===== src/rtl/equalizer_bar_pixel_generator_defines.svh =====
// assertion macros shared by the equalizer bar pixel generator rtl
// expects clk and rst_n in the scope where a macro is used
`ifndef EQUALIZER_BAR_PIXEL_GENERATOR_DEFINES_SVH
`define EQUALIZER_BAR_PIXEL_GENERATOR_DEFINES_SVH

// same-cycle implication, disabled while in reset
`define EBPG_ASSERT_IMPLY(label, ante, cons, msg) \
    label: assert property (@(posedge clk) disable iff (!rst_n) (ante) |-> (cons)) \
        else $error(msg);

// next-cycle implication, disabled while in reset
`define EBPG_ASSERT_NEXT(label, ante, cons, msg) \
    label: assert property (@(posedge clk) disable iff (!rst_n) (ante) |=> (cons)) \
        else $error(msg);

`endif


===== src/rtl/ebpg_pkg.sv =====
// shared constants, word types and helpers of the equalizer bar pixel generator
// no dependencies
`default_nettype none

package ebpg_pkg;

    localparam int unsigned NUM_BARS = 12;
    localparam int unsigned BAR_GAP  = 2;

    localparam logic [15:0] IDLE_COLOR = 16'h0019;
    localparam logic [15:0] DARK_BG    = 16'h0843;

    localparam logic [9:0] BEAT_MAX = 10'd1000;

    // frame folding: 2^16 mod 101 = 88
    localparam logic [6:0] FOLD_88    = 7'd88;
    localparam logic [6:0] MOD_BASE   = 7'd101;
    localparam logic [5:0] BAR_SPREAD = 6'd37;

    // reciprocals for division by constants, each followed by one correction step
    localparam logic [17:0] RECIP_101       = 18'd166111;
    localparam int unsigned RECIP_101_SHIFT = 24;
    localparam logic [20:0] RECIP_1K        = 21'd1073741;
    localparam int unsigned RECIP_1K_SHIFT  = 30;
    localparam logic [20:0] RECIP_1M        = 21'd1099511;
    localparam int unsigned RECIP_1M_SHIFT  = 40;

    localparam logic [9:0]  MULT_BASE  = 10'd500;
    localparam logic [9:0]  TEMP_BASE  = 10'd350;
    localparam logic [9:0]  TEMP_SPAN  = 10'd650;
    localparam logic [10:0] TINT_BASE  = 11'd850;
    localparam logic [4:0]  TINT_STEP  = 5'd25;
    localparam logic [9:0]  THOUSAND   = 10'd1000;
    localparam logic [19:0] MILLION    = 20'd1000000;
    localparam logic [7:0]  COMP_MAX   = 8'd255;

    // configuration register indexes
    typedef logic [1:0] ebpg_reg_idx_t;
    localparam ebpg_reg_idx_t REG_BASE_RED   = 2'd0;
    localparam ebpg_reg_idx_t REG_BASE_GREEN = 2'd1;
    localparam ebpg_reg_idx_t REG_BASE_BLUE  = 2'd2;

    localparam logic [7:0] RESET_RED   = 8'd180;
    localparam logic [7:0] RESET_GREEN = 8'd120;
    localparam logic [7:0] RESET_BLUE  = 8'd200;

    // word from bar location to height stage
    typedef struct packed {
        logic       idle;
        logic       draw;
        logic [9:0] beat;
        logic [3:0] bar;
        logic [6:0] vary;
        logic [7:0] y;
    } ebpg_loc_t;

    // word from height stage to shading stage
    typedef struct packed {
        logic       idle;
        logic       lit;
        logic [3:0] bar;
        logic [9:0] temp;
    } ebpg_hgt_t;

    function automatic logic [15:0] pack565(input logic [7:0] r, input logic [7:0] g,
                                            input logic [7:0] b);
        return {r[7:3], g[7:2], b[7:3]};
    endfunction

endpackage

`default_nettype wire


===== src/rtl/ebpg_locate.sv =====
// bar location and frame variance pipeline, five stages
// depends on ebpg_pkg and the assertion macro header
`default_nettype none
`include "equalizer_bar_pixel_generator_defines.svh"

module ebpg_locate #(
    parameter int unsigned SCREEN_WIDTH  = 320,
    parameter int unsigned SCREEN_HEIGHT = 240
) (
    input  wire logic              clk,
    input  wire logic              rst_n,
    input  wire logic              in_valid,
    output logic                   in_ready,
    input  wire logic              animate,
    input  wire logic [9:0]        beat_level,
    input  wire logic [30:0]       frame_count,
    input  wire logic [8:0]        column,
    input  wire logic [7:0]        row,
    output logic                   out_valid,
    input  wire logic              out_ready,
    output ebpg_pkg::ebpg_loc_t    out_word
);
    import ebpg_pkg::*;

    localparam int unsigned BAR_WIDTH = (SCREEN_WIDTH - (NUM_BARS + 1) * BAR_GAP) / NUM_BARS;
    localparam int unsigned STRIDE    = BAR_WIDTH + BAR_GAP;
    localparam int unsigned XW = ($clog2(SCREEN_WIDTH + 1) > 9) ? $clog2(SCREEN_WIDTH + 1) : 9;
    localparam int unsigned YW = ($clog2(SCREEN_HEIGHT + 1) > 8) ? $clog2(SCREEN_HEIGHT + 1) : 8;
    localparam int unsigned NST = 5;

    logic [NST-1:0] v_reg;
    logic [NST:0]   rdy;

    assign rdy[NST] = out_ready;
    genvar gi;
    generate
        for (gi = 0; gi < NST; gi++)
        begin : g_rdy
            assign rdy[gi] = !v_reg[gi] || rdy[gi+1];
        end
    endgenerate
    assign in_ready  = rdy[0];
    assign out_valid = v_reg[NST-1];

    always_ff @(posedge clk or negedge rst_n)
    begin
        if (!rst_n)
        begin
            v_reg <= '0;
        end
        else
        begin
            if (rdy[0])
            begin
                v_reg[0] <= in_valid;
            end
            for (int i = 1; i < NST; i++)
            begin
                if (rdy[i])
                begin
                    v_reg[i] <= v_reg[i-1];
                end
            end
        end
    end

    // stage 1: range checks, bar search, first frame fold
    logic [XW-1:0] x_ext;
    logic [XW-1:0] t_next;
    logic          inrange_next;
    logic [3:0]    bar_next;
    logic [9:0]    beat_next;
    logic [21:0]   f1_next;

    assign x_ext        = XW'(column);
    assign t_next       = x_ext - XW'(BAR_GAP);
    assign inrange_next = (x_ext >= XW'(BAR_GAP)) && (x_ext < XW'(SCREEN_WIDTH))
                          && (YW'(row) < YW'(SCREEN_HEIGHT));
    assign beat_next    = (beat_level > BEAT_MAX) ? BEAT_MAX : beat_level;
    assign f1_next      = 22'(frame_count[30:16]) * 22'(FOLD_88) + 22'(frame_count[15:0]);

    always_comb
    begin
        bar_next = '0;
        for (int k = 1; k <= NUM_BARS; k++)
        begin
            if (t_next >= XW'(k * STRIDE))
            begin
                bar_next = 4'(k);
            end
        end
    end

    logic          s1_idle_reg;
    logic          s1_inrange_reg;
    logic [9:0]    s1_beat_reg;
    logic [3:0]    s1_bar_reg;
    logic [XW-1:0] s1_t_reg;
    logic [21:0]   s1_f1_reg;
    logic [7:0]    s1_y_reg;

    // stage 2: pixel offset in bar, second frame fold
    logic [XW-1:0] px_next;
    logic          draw_next;
    logic [16:0]   f2_next;
    logic [8:0]    bar37_next;

    assign px_next    = s1_t_reg - XW'(s1_bar_reg * STRIDE);
    assign draw_next  = !s1_idle_reg && s1_inrange_reg && (s1_bar_reg < 4'(NUM_BARS))
                        && (px_next < XW'(BAR_WIDTH));
    assign f2_next    = 17'(s1_f1_reg[21:16]) * 17'(FOLD_88) + 17'(s1_f1_reg[15:0]);
    assign bar37_next = 9'(s1_bar_reg) * 9'(BAR_SPREAD);

    logic        s2_idle_reg;
    logic        s2_draw_reg;
    logic [9:0]  s2_beat_reg;
    logic [3:0]  s2_bar_reg;
    logic [7:0]  s2_y_reg;
    logic [16:0] s2_f2_reg;
    logic [8:0]  s2_bar37_reg;

    // stage 3: reciprocal quotient of the folded frame by 101
    logic [34:0] q101_prod;
    logic [10:0] q101_next;

    assign q101_prod = 35'(s2_f2_reg) * 35'(RECIP_101);
    assign q101_next = 11'(q101_prod >> RECIP_101_SHIFT);

    logic        s3_idle_reg;
    logic        s3_draw_reg;
    logic [9:0]  s3_beat_reg;
    logic [3:0]  s3_bar_reg;
    logic [7:0]  s3_y_reg;
    logic [16:0] s3_f2_reg;
    logic [8:0]  s3_bar37_reg;
    logic [10:0] s3_q_reg;

    // stage 4: remainder with one correction, add bar offset
    logic [16:0] rem_raw;
    logic [6:0]  fmod_next;
    logic [9:0]  sum_next;

    assign rem_raw   = s3_f2_reg - 17'(s3_q_reg) * 17'(MOD_BASE);
    assign fmod_next = (rem_raw >= 17'(MOD_BASE)) ? 7'(rem_raw - 17'(MOD_BASE)) : 7'(rem_raw);
    assign sum_next  = 10'(fmod_next) + 10'(s3_bar37_reg);

    logic        s4_idle_reg;
    logic        s4_draw_reg;
    logic [9:0]  s4_beat_reg;
    logic [3:0]  s4_bar_reg;
    logic [7:0]  s4_y_reg;
    logic [9:0]  s4_sum_reg;

    // stage 5: final reduction, sum stays below six times the modulus
    logic [9:0] vary_wide;
    logic [6:0] vary_next;

    always_comb
    begin
        if (s4_sum_reg >= 10'(5 * MOD_BASE))
        begin
            vary_wide = s4_sum_reg - 10'(5 * MOD_BASE);
        end
        else if (s4_sum_reg >= 10'(4 * MOD_BASE))
        begin
            vary_wide = s4_sum_reg - 10'(4 * MOD_BASE);
        end
        else if (s4_sum_reg >= 10'(3 * MOD_BASE))
        begin
            vary_wide = s4_sum_reg - 10'(3 * MOD_BASE);
        end
        else if (s4_sum_reg >= 10'(2 * MOD_BASE))
        begin
            vary_wide = s4_sum_reg - 10'(2 * MOD_BASE);
        end
        else if (s4_sum_reg >= 10'(MOD_BASE))
        begin
            vary_wide = s4_sum_reg - 10'(MOD_BASE);
        end
        else
        begin
            vary_wide = s4_sum_reg;
        end
    end
    assign vary_next = 7'(vary_wide);

    logic        s5_idle_reg;
    logic        s5_draw_reg;
    logic [9:0]  s5_beat_reg;
    logic [3:0]  s5_bar_reg;
    logic [7:0]  s5_y_reg;
    logic [6:0]  s5_vary_reg;

    always_ff @(posedge clk)
    begin
        if (rdy[0])
        begin
            s1_idle_reg    <= !animate;
            s1_inrange_reg <= inrange_next;
            s1_beat_reg    <= beat_next;
            s1_bar_reg     <= bar_next;
            s1_t_reg       <= t_next;
            s1_f1_reg      <= f1_next;
            s1_y_reg       <= row;
        end
        if (rdy[1])
        begin
            s2_idle_reg  <= s1_idle_reg;
            s2_draw_reg  <= draw_next;
            s2_beat_reg  <= s1_beat_reg;
            s2_bar_reg   <= s1_bar_reg;
            s2_y_reg     <= s1_y_reg;
            s2_f2_reg    <= f2_next;
            s2_bar37_reg <= bar37_next;
        end
        if (rdy[2])
        begin
            s3_idle_reg  <= s2_idle_reg;
            s3_draw_reg  <= s2_draw_reg;
            s3_beat_reg  <= s2_beat_reg;
            s3_bar_reg   <= s2_bar_reg;
            s3_y_reg     <= s2_y_reg;
            s3_f2_reg    <= s2_f2_reg;
            s3_bar37_reg <= s2_bar37_reg;
            s3_q_reg     <= q101_next;
        end
        if (rdy[3])
        begin
            s4_idle_reg <= s3_idle_reg;
            s4_draw_reg <= s3_draw_reg;
            s4_beat_reg <= s3_beat_reg;
            s4_bar_reg  <= s3_bar_reg;
            s4_y_reg    <= s3_y_reg;
            s4_sum_reg  <= sum_next;
        end
        if (rdy[4])
        begin
            s5_idle_reg <= s4_idle_reg;
            s5_draw_reg <= s4_draw_reg;
            s5_beat_reg <= s4_beat_reg;
            s5_bar_reg  <= s4_bar_reg;
            s5_y_reg    <= s4_y_reg;
            s5_vary_reg <= vary_next;
        end
    end

    assign out_word.idle = s5_idle_reg;
    assign out_word.draw = s5_draw_reg;
    assign out_word.beat = s5_beat_reg;
    assign out_word.bar  = s5_bar_reg;
    assign out_word.vary = s5_vary_reg;
    assign out_word.y    = s5_y_reg;

    `EBPG_ASSERT_IMPLY(a_vary_range, v_reg[NST-1] && s5_draw_reg,
        (s5_bar_reg < 4'(NUM_BARS)) && (s5_vary_reg < MOD_BASE),
        "drawn bar word has bar or variance out of range")
    `EBPG_ASSERT_IMPLY(a_draw_not_idle, v_reg[NST-1] && s5_idle_reg, !s5_draw_reg,
        "idle word marked as drawn")
    `EBPG_ASSERT_NEXT(a_stall_hold, v_reg[NST-1] && !out_ready,
        v_reg[NST-1] && $stable(s5_vary_reg) && $stable(s5_draw_reg),
        "stalled bar word changed")

endmodule

`default_nettype wire


===== config.mk =====
export PLATFORM = sky130hd
export DESIGN_NAME = ebpg_locate
export DESIGN_NICKNAME = d
export VERILOG_FILES = /design/src/rtl/ebpg_pkg.sv /design/src/rtl/ebpg_locate.sv
export VERILOG_INCLUDE_DIRS = /design/src /design/src/rtl
export SDC_FILE = /design/constraint.sdc
export NUM_CORES = 1
export LEC_CHECK = 0
export ABC_AREA = 1
export CORE_ASPECT_RATIO = 1.75
export CORE_MARGIN = 4
export CORE_UTILIZATION = 45
export DETAILED_ROUTE_END_ITERATION = 8
export DONT_BUFFER_PORTS = 1
export HOLD_SLACK_MARGIN = 0.06
export SYNTH_ARGS = -nofsm -noshare
export SYNTH_HDL_FRONTEND = slang
export SYNTH_SLANG_ARGS = --single-unit

===== constraint.sdc =====
create_clock -name clk -period 8.2 [get_ports clk]
set_input_delay 0.82 -clock clk [delete_from_list [all_inputs] [get_ports clk]]
set_output_delay 0.82 -clock clk [all_outputs]
set_load 0.05 [all_outputs]

# After elaboration in Yosys (flattened, before gate mapping)
# Cells that the tools add are included.
[totals] output_inout_bits=33 reg_bits=236 inputBits=63 elab_cells=117
[op_classes] mux=17 n_lt_le_gt_ge=24 n_mul=6 addsub=12 n_reduce_logical=18
[ops] op="$ge 9x8->1 const B" n=5
[ops] op="$mux 7" n=6
[ops] op="$mul 17x18->35 const B" n=1
[ops] op="$ge 10x9->1 const B" n=3
[ops] op="$sub 7x7->7 const B" n=4
[ops] op="$ge 9x9->1 const B" n=3
[ops] op="$mux 4" n=6
[ops] op="$add 22x16->22" n=1
[ops] op="$mul 15x4->19 const B" n=1
[ops] op="$ge 9x7->1 const B" n=2
[ops] op="$add 13x16->17" n=1
[ops] op="$ge 17x7->1 const B" n=1
[ops] op="$mul 11x7->17 const B" n=1
[ops] op="$sub 17x17->17" n=1
[ops] op="$mux 3" n=4
[ops] op="$add 7x9->10" n=1
[ops] op="$ge 10x7->1 const B" n=1
[ops] op="$ge 10x8->1 const B" n=1
[ops] op="$gt 10x10->1 const B" n=1
[ops] op="$mul 6x4->10 const B" n=1
[ops] op="$ge 9x2->1 const B" n=1
[ops] op="$ge 9x5->1 const B" n=1
[ops] op="$ge 9x6->1 const B" n=1
[ops] op="$lt 9x5->1 const B" n=1
[ops] op="other kinds (14)" n=28

# Logic depth before layout (Yosys ltp)
# Gate-level depths: netlist of run 1.
[logic_depth] word_depth=13 mapped_depth=32 mapped_depth_nobuf=32

# Least setup slack after synthesis of run 1
# No wires, ideal clock.
[synth_timing] path_type="input to output" from="input out_ready" to="output in_ready" path_buffers=0 path_stages=8 slack_ns=2.061 arrival_ns=5.319 required_time_ns=7.380 path_cell_list="nor2_1 -> inv_1 -> nor2_1 -> inv_1 -> nor2_1 -> inv_1 -> nor2_1 -> nand2_1"
[synth_between] elab_chain_len=5
[synth_lines] element="start: declaration" line="ebpg_locate.sv:20" rtl="input wire logic out_ready,"
[synth_lines] element="$logic_or 1x1->1" line="ebpg_locate.sv:39" rtl="assign rdy[gi] = !v_reg[gi] || rdy[gi+1];"
[synth_lines] element="net rdy[4]" line="ebpg_locate.sv:32" rtl="logic [NST:0] rdy;"
[synth_lines] element="$logic_or 1x1->1" line="ebpg_locate.sv:39"
[synth_lines] element="net rdy[3]" line="ebpg_locate.sv:32"
[synth_lines] element="$logic_or 1x1->1" line="ebpg_locate.sv:39"
[synth_lines] element="net rdy[2]" line="ebpg_locate.sv:32"
[synth_lines] element="$logic_or 1x1->1 (2 in series)" line="ebpg_locate.sv:39"
[synth_lines] element="end: declaration" line="ebpg_locate.sv:13" rtl="output logic in_ready,"
# The timed path passes the listed nets, and every way through them passes these cells.

# Final worst setup path of run 1
[layout_timing] from="register s3_q_reg[2]" to="register s4_sum_reg[9] (data pin)"
[layout_between] elab_chain_len=5 elab_cells_between_ends=6 classes_between="add/sub (3); mul (1); order compare (1); mux (1)"
[layout_lines] element="start: declaration" line="ebpg_locate.sv:136" rtl="logic [10:0] s3_q_reg;"
[layout_lines] element="start signal: assignment" line="ebpg_locate.sv:225" rtl="s3_q_reg <= q101_next;"
[layout_lines] element="$mul 11x7->17 (*)" line="ebpg_locate.sv:143" rtl="assign rem_raw = s3_f2_reg - 17'(s3_q_reg) * 17'(MOD_BASE);"
[layout_lines] element="$sub 17x17->17 (*)" line="ebpg_locate.sv:143"
[layout_lines] element="$ge 17x7->1 / $sub 7x7->7 (equally long branches)" line="ebpg_locate.sv:144" rtl="assign fmod_next = (rem_raw >= 17'(MOD_BASE)) ? 7'(rem_raw - 17'(MOD_BASE)) : 7'(rem_raw);"
[layout_lines] element="$mux 7 (*)" line="ebpg_locate.sv:144"
[layout_lines] element="$add 7x9->10 (*)" line="ebpg_locate.sv:145" rtl="assign sum_next = 10'(fmod_next) + 10'(s3_bar37_reg);"
[layout_lines] element="net sum_next[9]" line="ebpg_locate.sv:141" rtl="logic [9:0] sum_next;"
[layout_lines] element="end signal: assignment" line="ebpg_locate.sv:234" rtl="s4_sum_reg <= sum_next;"
[layout_lines] element="end: declaration" line="ebpg_locate.sv:152" rtl="logic [9:0] s4_sum_reg;"
# The timed path passes the listed nets; every way through them passes the cells marked *.
# A chain may end at the register's enable or synchronous reset.

==> impl_metrics.json, run 1 <==
{
  "async_reset_ff_share_pct": 2.16,
  "num-nets-final": 2518,
  "grt_pass1_wl_um": 69000,
  "synth.distinct_cells": 54,
  "core_mm2": 0.0435,
  "via_per_inst": 5.13,
  "dp_hpwl_um": 35500,
  "drtIter0Drc": 470,
  "dieArea_mm2": 0.0476,
  "clock_latency_ns": 0.53,
  "max_stage_delay_ns": 0.53,
  "grt_max_degree": 61,
  "clkTransAtPathRegs_ns": 0.07,
  "antenna_found_initial": 3,
  "post-cts-setup-buffers": 0,
  "path_class": "flip-flop to flip-flop",
  "status": "finished clean",
  "timing.setup.tns_ns": 0,
  "crit_path_frequent_cell": "nand2_1",
  "root_buffer": "clkbuf_16",
  "period_share_pct": 72.2,
  "rows": 101,
  "yosysTopAreaCell": "edfxtp_1",
  "setup_viol": 0,
  "fmaxAchievable_mhz": 169,
  "min_period_ns": 5.92,
  "layout-drive-gt1-share_pct": 4.57,
  "htreeDepth": 1,
  "syn_to_final_growth_pct": 8.14,
  "route.detailed.drc": 0,
  "hold_path.class": "input port to flip-flop",
  "critPathMaxFanout": 8,
  "synth_cells": 1975,
  "cts.sinks": 231,
  "yosys-top-cells-count": "inv_1, ha_1, nand2_1",
  "holdBufCountCts": 1,
  "routed_wl_um": 41700,
  "synth_top_area_share_pct": 34.2,
  "ys.flop_type": "edfxtp_1",
  "port-buffer-count": 0,
  "ant_nets": 0,
  "crit_required_ns": 8.48,
  "slew_headroom_pct": 29.5,
  "synth-edff-count": 226,
  "critPathLaunchType": "flip-flop",
  "cp-end-kind": "flip-flop",
  "track_usage_pct": 17.8,
  "gp_congestion": 0.938,
  "placed_cell_area_mm2": 0.0205,
  "syn_area_mm2": 0.0198,
  "first_pass_iters": 4,
  "critPathSlowestCell": "fa_1",
  "slew_violations": 0,
  "critPathArrivalTime_ns": 6.20,
  "rsz0062_at_grt": "false",
  "die_h_um": 286,
  "skew_ns": 0.0132,
  "die_w_um": 167,
  "final_cell_area_mm2": 0.0214,
  "cts_buffers": 24,
  "ctsResizeCount": 0,
  "post_drt_wl_per_cell_um": 16.1,
  "ys_ff_latch": 231,
  "avgSynthCellArea_um2": 10.0,
  "yosysSeqAreaShare_pct": 34.9,
  "tightest_slew_ns": 1.06,
  "vias": 13200,
  "cts_tree": "built",
  "cap_violations": 0,
  "largest_reg_flops": 22,
  "io_pins": 96,
  "final_core_util_pct": 49.3,
  "grt_pass1_vias": 14300,
  "cts_max_path_buffers": 3,
  "synth.most_common_cell": "inv_1",
  "yosysWarnings": 0,
  "synth_fp_nets": 2496,
  "grt-ovfl-total": 0,
  "hold_viol_final": 0,
  "synth.area.top_cells": "edfxtp_1, ha_1, fa_1, inv_1, nand2_1",
  "start_util_pct": 45.6
}
-- cell families (layout without fill, tap and decap cells) --
group	Yosys count	after routing	share of synthesized area, %
and+or+nand+nor	531	531	11.8
adders and majority gates	458	458	34.1
buffers and inverters	422	462	8.04
DFF	231	231	34.9
AOI/OAI and AO/OA	230	230	6.51
xor gates and xnor gates	103	103	4.68
other	0	2	0
-- metrics by stage --
step                      hold slack, ns  cells  worst slack, ns
after global routing               0.355   2581             1.81
after global placement             0.401   2536             2.35
after floorplan                    0.400   1975             2.06
after detailed placement           0.405   2536             2.27
final                              0.383   2583             2.28
after CTS                          0.356   2581             2.25
-- layout by cell type, fill, tap and decap left out, drive strengths merged, types with 30 or more instances in the layout --
master and instances:
xor2 73, nand3 76, fa 138, inv 416
ha 320, nand2 303, a21oi 113, nor2 103
edfxtp 226, o21ai 71, xnor2 30
-- critical path: cells and delay by family (launching register included) --
family                   cells  cell delay [ns]
adder cells (fa/ha/maj)      6             2.54
AND/OR/NAND/NOR             10             1.26
AO/OA/AOI/OAI                6             1.01
flip-flops                   1             0.46
buffers and inverters        5             0.26
XOR/XNOR                     1             0.17
-- layer usage --
layer / part of all wire [%] / vias up / GRT usage (%) / wire length [um]
li1: - / 6554 / - / -
met1: 33 / 6353 / 16.4 / 13700
met2: 58 / 218 / 36.7 / 24200
met3: 2.8 / 111 / 2.25 / 1170
met4: 6.2 / 4 / 9.72 / 2590
met5: 0.067 / - / 0 / 28
-- path summary, 6_finish.rpt --
check,start,slack (ns),cells after the start,endpoint
max in group asynchronous,rst_n,7.39,1,v_reg[0]
worst max-delay path,s3_q_reg[2],2.28,28,s4_sum_reg[9]
min in group asynchronous,rst_n,0.60,1,v_reg[2]
worst min register to register,s2_bar37_reg[4],0.41,0,s3_bar37_reg[4]
worst min-delay path,row[3],0.38,0,s1_y_reg[3]
worst max register to register,s3_q_reg[2],2.28,28,s4_sum_reg[9]
-- area by class of cell --
cell class / instances / area (um^2)
well taps: 566 / 708
diodes: 2 / 5.00
repair buffers: 5 / 40.0
inverters: 413 / 1550
clock inverters: 16 / 267
flip-flops and latches: 231 / 6910
multi-input cells: 1322 / 11300
clock buffers: 28 / 636
fillers: 4017 / 22000
Power of run 1 is not shown: default switching activity piles up to over one toggle a cycle in this logic, so the estimate is an artifact.
==> run 2: changes to the inputs <==
==> constraint.sdc (replaced) <==
create_clock -name clk -period 6 [get_ports clk]
set_input_delay 0.6 -clock clk [delete_from_list [all_inputs] [get_ports clk]]
set_output_delay 0.6 -clock clk [all_outputs]
set_load 0.05 [all_outputs]
==> impl_metrics.json, run 2 (synthesized netlist as in run 1, its figures left out) <==
{
  "min_period_ns": 5.68,
  "critPathSlowestCell": "fa_1",
  "antenna_found_initial": 3,
  "cp-end-kind": "flip-flop",
  "routed_wl_um": 42300,
  "die_h_um": 286,
  "period_share_pct": 94.7,
  "hold_viol_final": 0,
  "track_usage_pct": 18.0,
  "port-buffer-count": 0,
  "critPathMaxFanout": 8,
  "vias": 13300,
  "critPathBufInv": 4,
  "start_util_pct": 45.6,
  "worstSetupStartpoint": "s3_q_reg[4]",
  "first_pass_iters": 6,
  "rows": 101,
  "syn_to_final_growth_pct": 8.70,
  "post_drt_wl_per_cell_um": 16.3,
  "clock_latency_ns": 0.54,
  "crit_required_ns": 6.29,
  "crit_path_frequent_cell": "nand2_1",
  "root_buffer": "clkbuf_16",
  "clkTransAtPathRegs_ns": 0.07,
  "via_per_inst": 5.11,
  "critPathArrivalTime_ns": 5.97,
  "setup_viol": 0,
  "htreeDepth": 1,
  "num-fill-cells": 4059,
  "slew_violations": 0,
  "path_class": "flip-flop to flip-flop",
  "drtIter0Drc": 531,
  "num-nets-final": 2534,
  "grt_pass1_vias": 14300,
  "cts.sinks": 231,
  "multi_input_area_mm2": 0.0114,
  "cts_max_path_buffers": 3,
  "rsz0062_at_grt": "false",
  "dp_hpwl_um": 35700,
  "grt-ovfl-total": 0,
  "min_from": "row[4]",
  "skew_ns": 0.0126,
  "hold_path.class": "input port to flip-flop",
  "gp_congestion": 0.932,
  "r2r_start": "s3_q_reg[4]",
  "critPathLaunchType": "flip-flop",
  "critPathTopFamily": "adder cells",
  "cts_tree": "built",
  "seqCellArea_mm2": 0.00691,
  "max_stage_delay_ns": 0.53,
  "timing.setup.tns_ns": 0,
  "tightest_slew_ns": 1.03,
  "grt_max_degree": 61,
  "final_common_cell": "inv_1",
  "grt_pass1_wl_um": 69600,
  "io_pins": 96,
  "die_w_um": 167,
  "largest_reg_flops": 22,
  "core_mm2": 0.0435,
  "cap_violations": 0,
  "layout-drive-gt1-share_pct": 6.06,
  "route.detailed.drc": 0,
  "slew_headroom_pct": 31.3,
  "cts_buffers": 23,
  "mostFrequentLayoutCells": "inv_1, ha_1, nand2_1, edfxtp_1, fa_1",
  "status": "finished clean",
  "dieArea_mm2": 0.0476,
  "fmaxAchievable_mhz": 176,
  "ant_nets": 0
}
-- run 2: cell count changes in the layout (fill, tap and decap cells not counted), moves of 3 or more --
cell,before,now
ha_4,0,4
nor2_1,95,90
bufinv_16,6,3
a21oi_2,3,7
a21oi_1,109,104
nor2_2,5,10
ha_1,320,315
buf_4,4,20
clkbuf_1,2,6
-- run 2: worst paths after layout --
path                                 endpoint  slack (ns)  cells after the start
worst max-delay path            s4_sum_reg[7]        0.32                     27
worst min-delay path              s1_y_reg[4]        0.16                      0
worst max register to register  s4_sum_reg[7]        0.32                     27
worst min register to register    s4_idle_reg        0.42                      0
max in group asynchronous            v_reg[0]        5.43                      1
min in group asynchronous            v_reg[4]        0.36                      1
-- run 2: area by class of cell --
class,instances,share of cell area [%]
well taps,566,3.29
flip-flops and latches,231,32.1
diodes,1,0.0116
multi-input cells,1322,53.1
repair buffers,22,0.795
clock buffers,29,2.77
clock inverters,13,0.807
inverters,413,7.19
-- run 2: layer usage --
metal  vias to the layer above  share of wire, %  GRT usage, %
met3                        97               2.9          2.27
met5                         -             0.080             0
li1                       6574                 -             -
met1                      6375                33          16.8
met4                         4               4.2          7.37
met2                       233                60          37.9
-- run 2: worst register-to-register path: cells and delay by family, from the launching register on --
family,cells,cell delay [ns]
adders and majority gates,6,2.54
and+or+nand+nor,9,0.88
DFF,1,0.48
buffers and inverters,4,0.22
xor gates and xnor gates,2,0.31
AOI/OAI and AO/OA,6,1.01
-- run 2: timing repair --
| item | in CTS | in global routing |
|---|---|---|
| hold endpoints to repair | 5 | 0 |
| setup endpoints to repair | 0 | 5 |
| buffers inserted | 0 | 12 |
| gates resized for setup | 0 | 25 |
| hold buffers | 1 | 0 |
-- run 2: metrics by stage --
step | setup WS [ns] | util (%) | hold WS [ns] | instance area [um^2] | cells
finish | 0.319 | 49.6 | 0.156 | 21600 | 2597
global route | 0.00133 | 49.6 | 0.125 | 21600 | 2596
CTS | 0.0946 | 49.1 | 0.125 | 21300 | 2584
detailed placement | 0.0990 | 47.3 | 0.305 | 20600 | 2541
global placement | 0.202 | 47.3 | 0.305 | 20600 | 2541
floorplan | 0.244 | - | 0.304 | 19800 | 1975
Power of run 2 is left out for the same reason.
==> run 3: changes to the inputs <==
==> constraint.sdc (replaced) <==
create_clock -name clk -period 6 [get_ports clk]
set_input_delay 0.6 -clock clk [delete_from_list [all_inputs] [get_ports clk]]
set_output_delay 0.6 -clock clk [all_outputs]
set_load 0.01 [all_outputs]
==> impl_metrics.json, run 3 (synthesized netlist as in run 1, its figures left out) <==
{
  "slew_headroom_pct": 29.8,
  "clkTransAtPathRegs_ns": 0.07,
  "mostFrequentLayoutCells": "inv_1, ha_1, nand2_1, edfxtp_1, fa_1",
  "route.detailed.drc": 0,
  "critPathBufInv": 5,
  "via_per_inst": 5.13,
  "first_pass_iters": 7,
  "fin_ws_ns": 0.315,
  "cp.depth": 28,
  "reg2reg_depth": 28,
  "grt_max_degree": 61,
  "ant_nets": 0,
  "setup_viol": 0,
  "pre_cts_ws_ns": 0.0335,
  "min_path_cells": 0,
  "syn_to_final_growth_pct": 8.56,
  "dp_hpwl_um": 35600,
  "grt_pass1_vias": 14400,
  "routed_wl_um": 42300,
  "die_w_um": 167,
  "cts_tree": "built",
  "root_buffer": "clkbuf_16",
  "crit_required_ns": 6.29,
  "rsz0062_at_grt": "true",
  "die_h_um": 286,
  "num-nets-final": 2532,
  "htreeDepth": 1,
  "core_mm2": 0.0435,
  "critPathArrivalTime_ns": 5.98,
  "max_stage_delay_ns": 0.53,
  "skew_ns": 0.0143,
  "tightest_slew_ns": 1.05,
  "num-fill-cells": 4076,
  "cp-end-kind": "flip-flop",
  "path_class": "flip-flop to flip-flop",
  "start_util_pct": 45.6,
  "antenna_found_initial": 3,
  "layout-drive-gt1-share_pct": 6.36,
  "hold_path.class": "input port to flip-flop",
  "track_usage_pct": 17.9,
  "drtIter0Drc": 461,
  "period_share_pct": 94.8,
  "largest_reg_flops": 22,
  "cap_violations": 0,
  "min_period_ns": 5.69,
  "grt_pass1_wl_um": 69200,
  "critPathTopFamily": "adder cells",
  "critPathSlowestCell": "fa_1",
  "vias": 13300,
  "grt-ovfl-total": 0,
  "post_drt_wl_per_cell_um": 16.3,
  "io_pins": 96,
  "slew_violations": 0,
  "status": "finished clean",
  "critPathMaxFanout": 6,
  "fmaxAchievable_mhz": 176,
  "cts_buffers": 23,
  "critPathLaunchType": "flip-flop",
  "dieArea_mm2": 0.0476,
  "port-buffer-count": 0,
  "clock_latency_ns": 0.55,
  "hold_viol_final": 0,
  "rows": 101,
  "final_common_cell": "inv_1",
  "cts_max_path_buffers": 3,
  "gp_congestion": 0.937,
  "cts.sinks": 231
}
-- run 3: cell types whose count changed in the layout (fill, tap and decap cells not counted), sizes merged --
cell / previous run / this run
clkbuf: 29 / 27
clkinv: 4 / 9
bufinv: 3 / 2
buf: 21 / 19
clkinvlp: 3 / 0
inv: 416 / 417
-- run 3: cell type report --
cell class | instances | area (um^2) | share of cell area [%]
Sequential cell | 231 | 6910 | 32.1
Clock inverter | 15 | 164 | 0.761
Inverter | 413 | 1550 | 7.20
Clock buffer | 27 | 601 | 2.79
Tap cell | 566 | 708 | 3.29
Antenna cell | 1 | 2.50 | 0.0116
Timing Repair Buffer | 20 | 153 | 0.709
Multi-Input combinational cell | 1322 | 11400 | 53.1
-- run 3: worst paths after layout --
| path | start | to | slack (ns) |
|---|---|---|---|
| worst min register to register | s4_beat_reg[8] | s5_beat_reg[8] | 0.42 |
| worst max register to register | s3_q_reg[3] | s4_sum_reg[7] | 0.31 |
| worst min-delay path | row[3] | s1_y_reg[3] | 0.16 |
| worst max-delay path | s3_q_reg[3] | s4_sum_reg[7] | 0.31 |
| min in group asynchronous | rst_n | v_reg[4] | 0.37 |
| max in group asynchronous | rst_n | v_reg[3] | 5.42 |
-- run 3: timing repair --
| action | in CTS | in global routing |
|---|---|---|
| hold buffers | 1 | 0 |
| endpoints found under the hold margin | 5 | 0 |
| buffers inserted | 0 | 10 |
| gates resized for setup | 0 | 31 |
| endpoints found under the setup margin | 0 | 6 |
-- run 3: per-layer routing --
layer,routed length (um),GRT usage (%)
met4,2010,7.84
met1,13800,16.3
met5,34,0
met3,1270,2.25
met2,25200,37.8
-- run 3: per-stage QoR --
stage               hold WS (ns)  util (%)  setup TNS, ns  cell area (um^2)  std cells
finish                     0.155      49.5              0             21500       2595
global route               0.116      49.5         -0.214             21500       2594
CTS                        0.120      49.1              0             21300       2584
detailed placement         0.305      47.3              0             20600       2541
global placement           0.305      47.3              0             20600       2541
floorplan                  0.304         -              0             19800       1975
Power of run 3 is left out for the same reason.
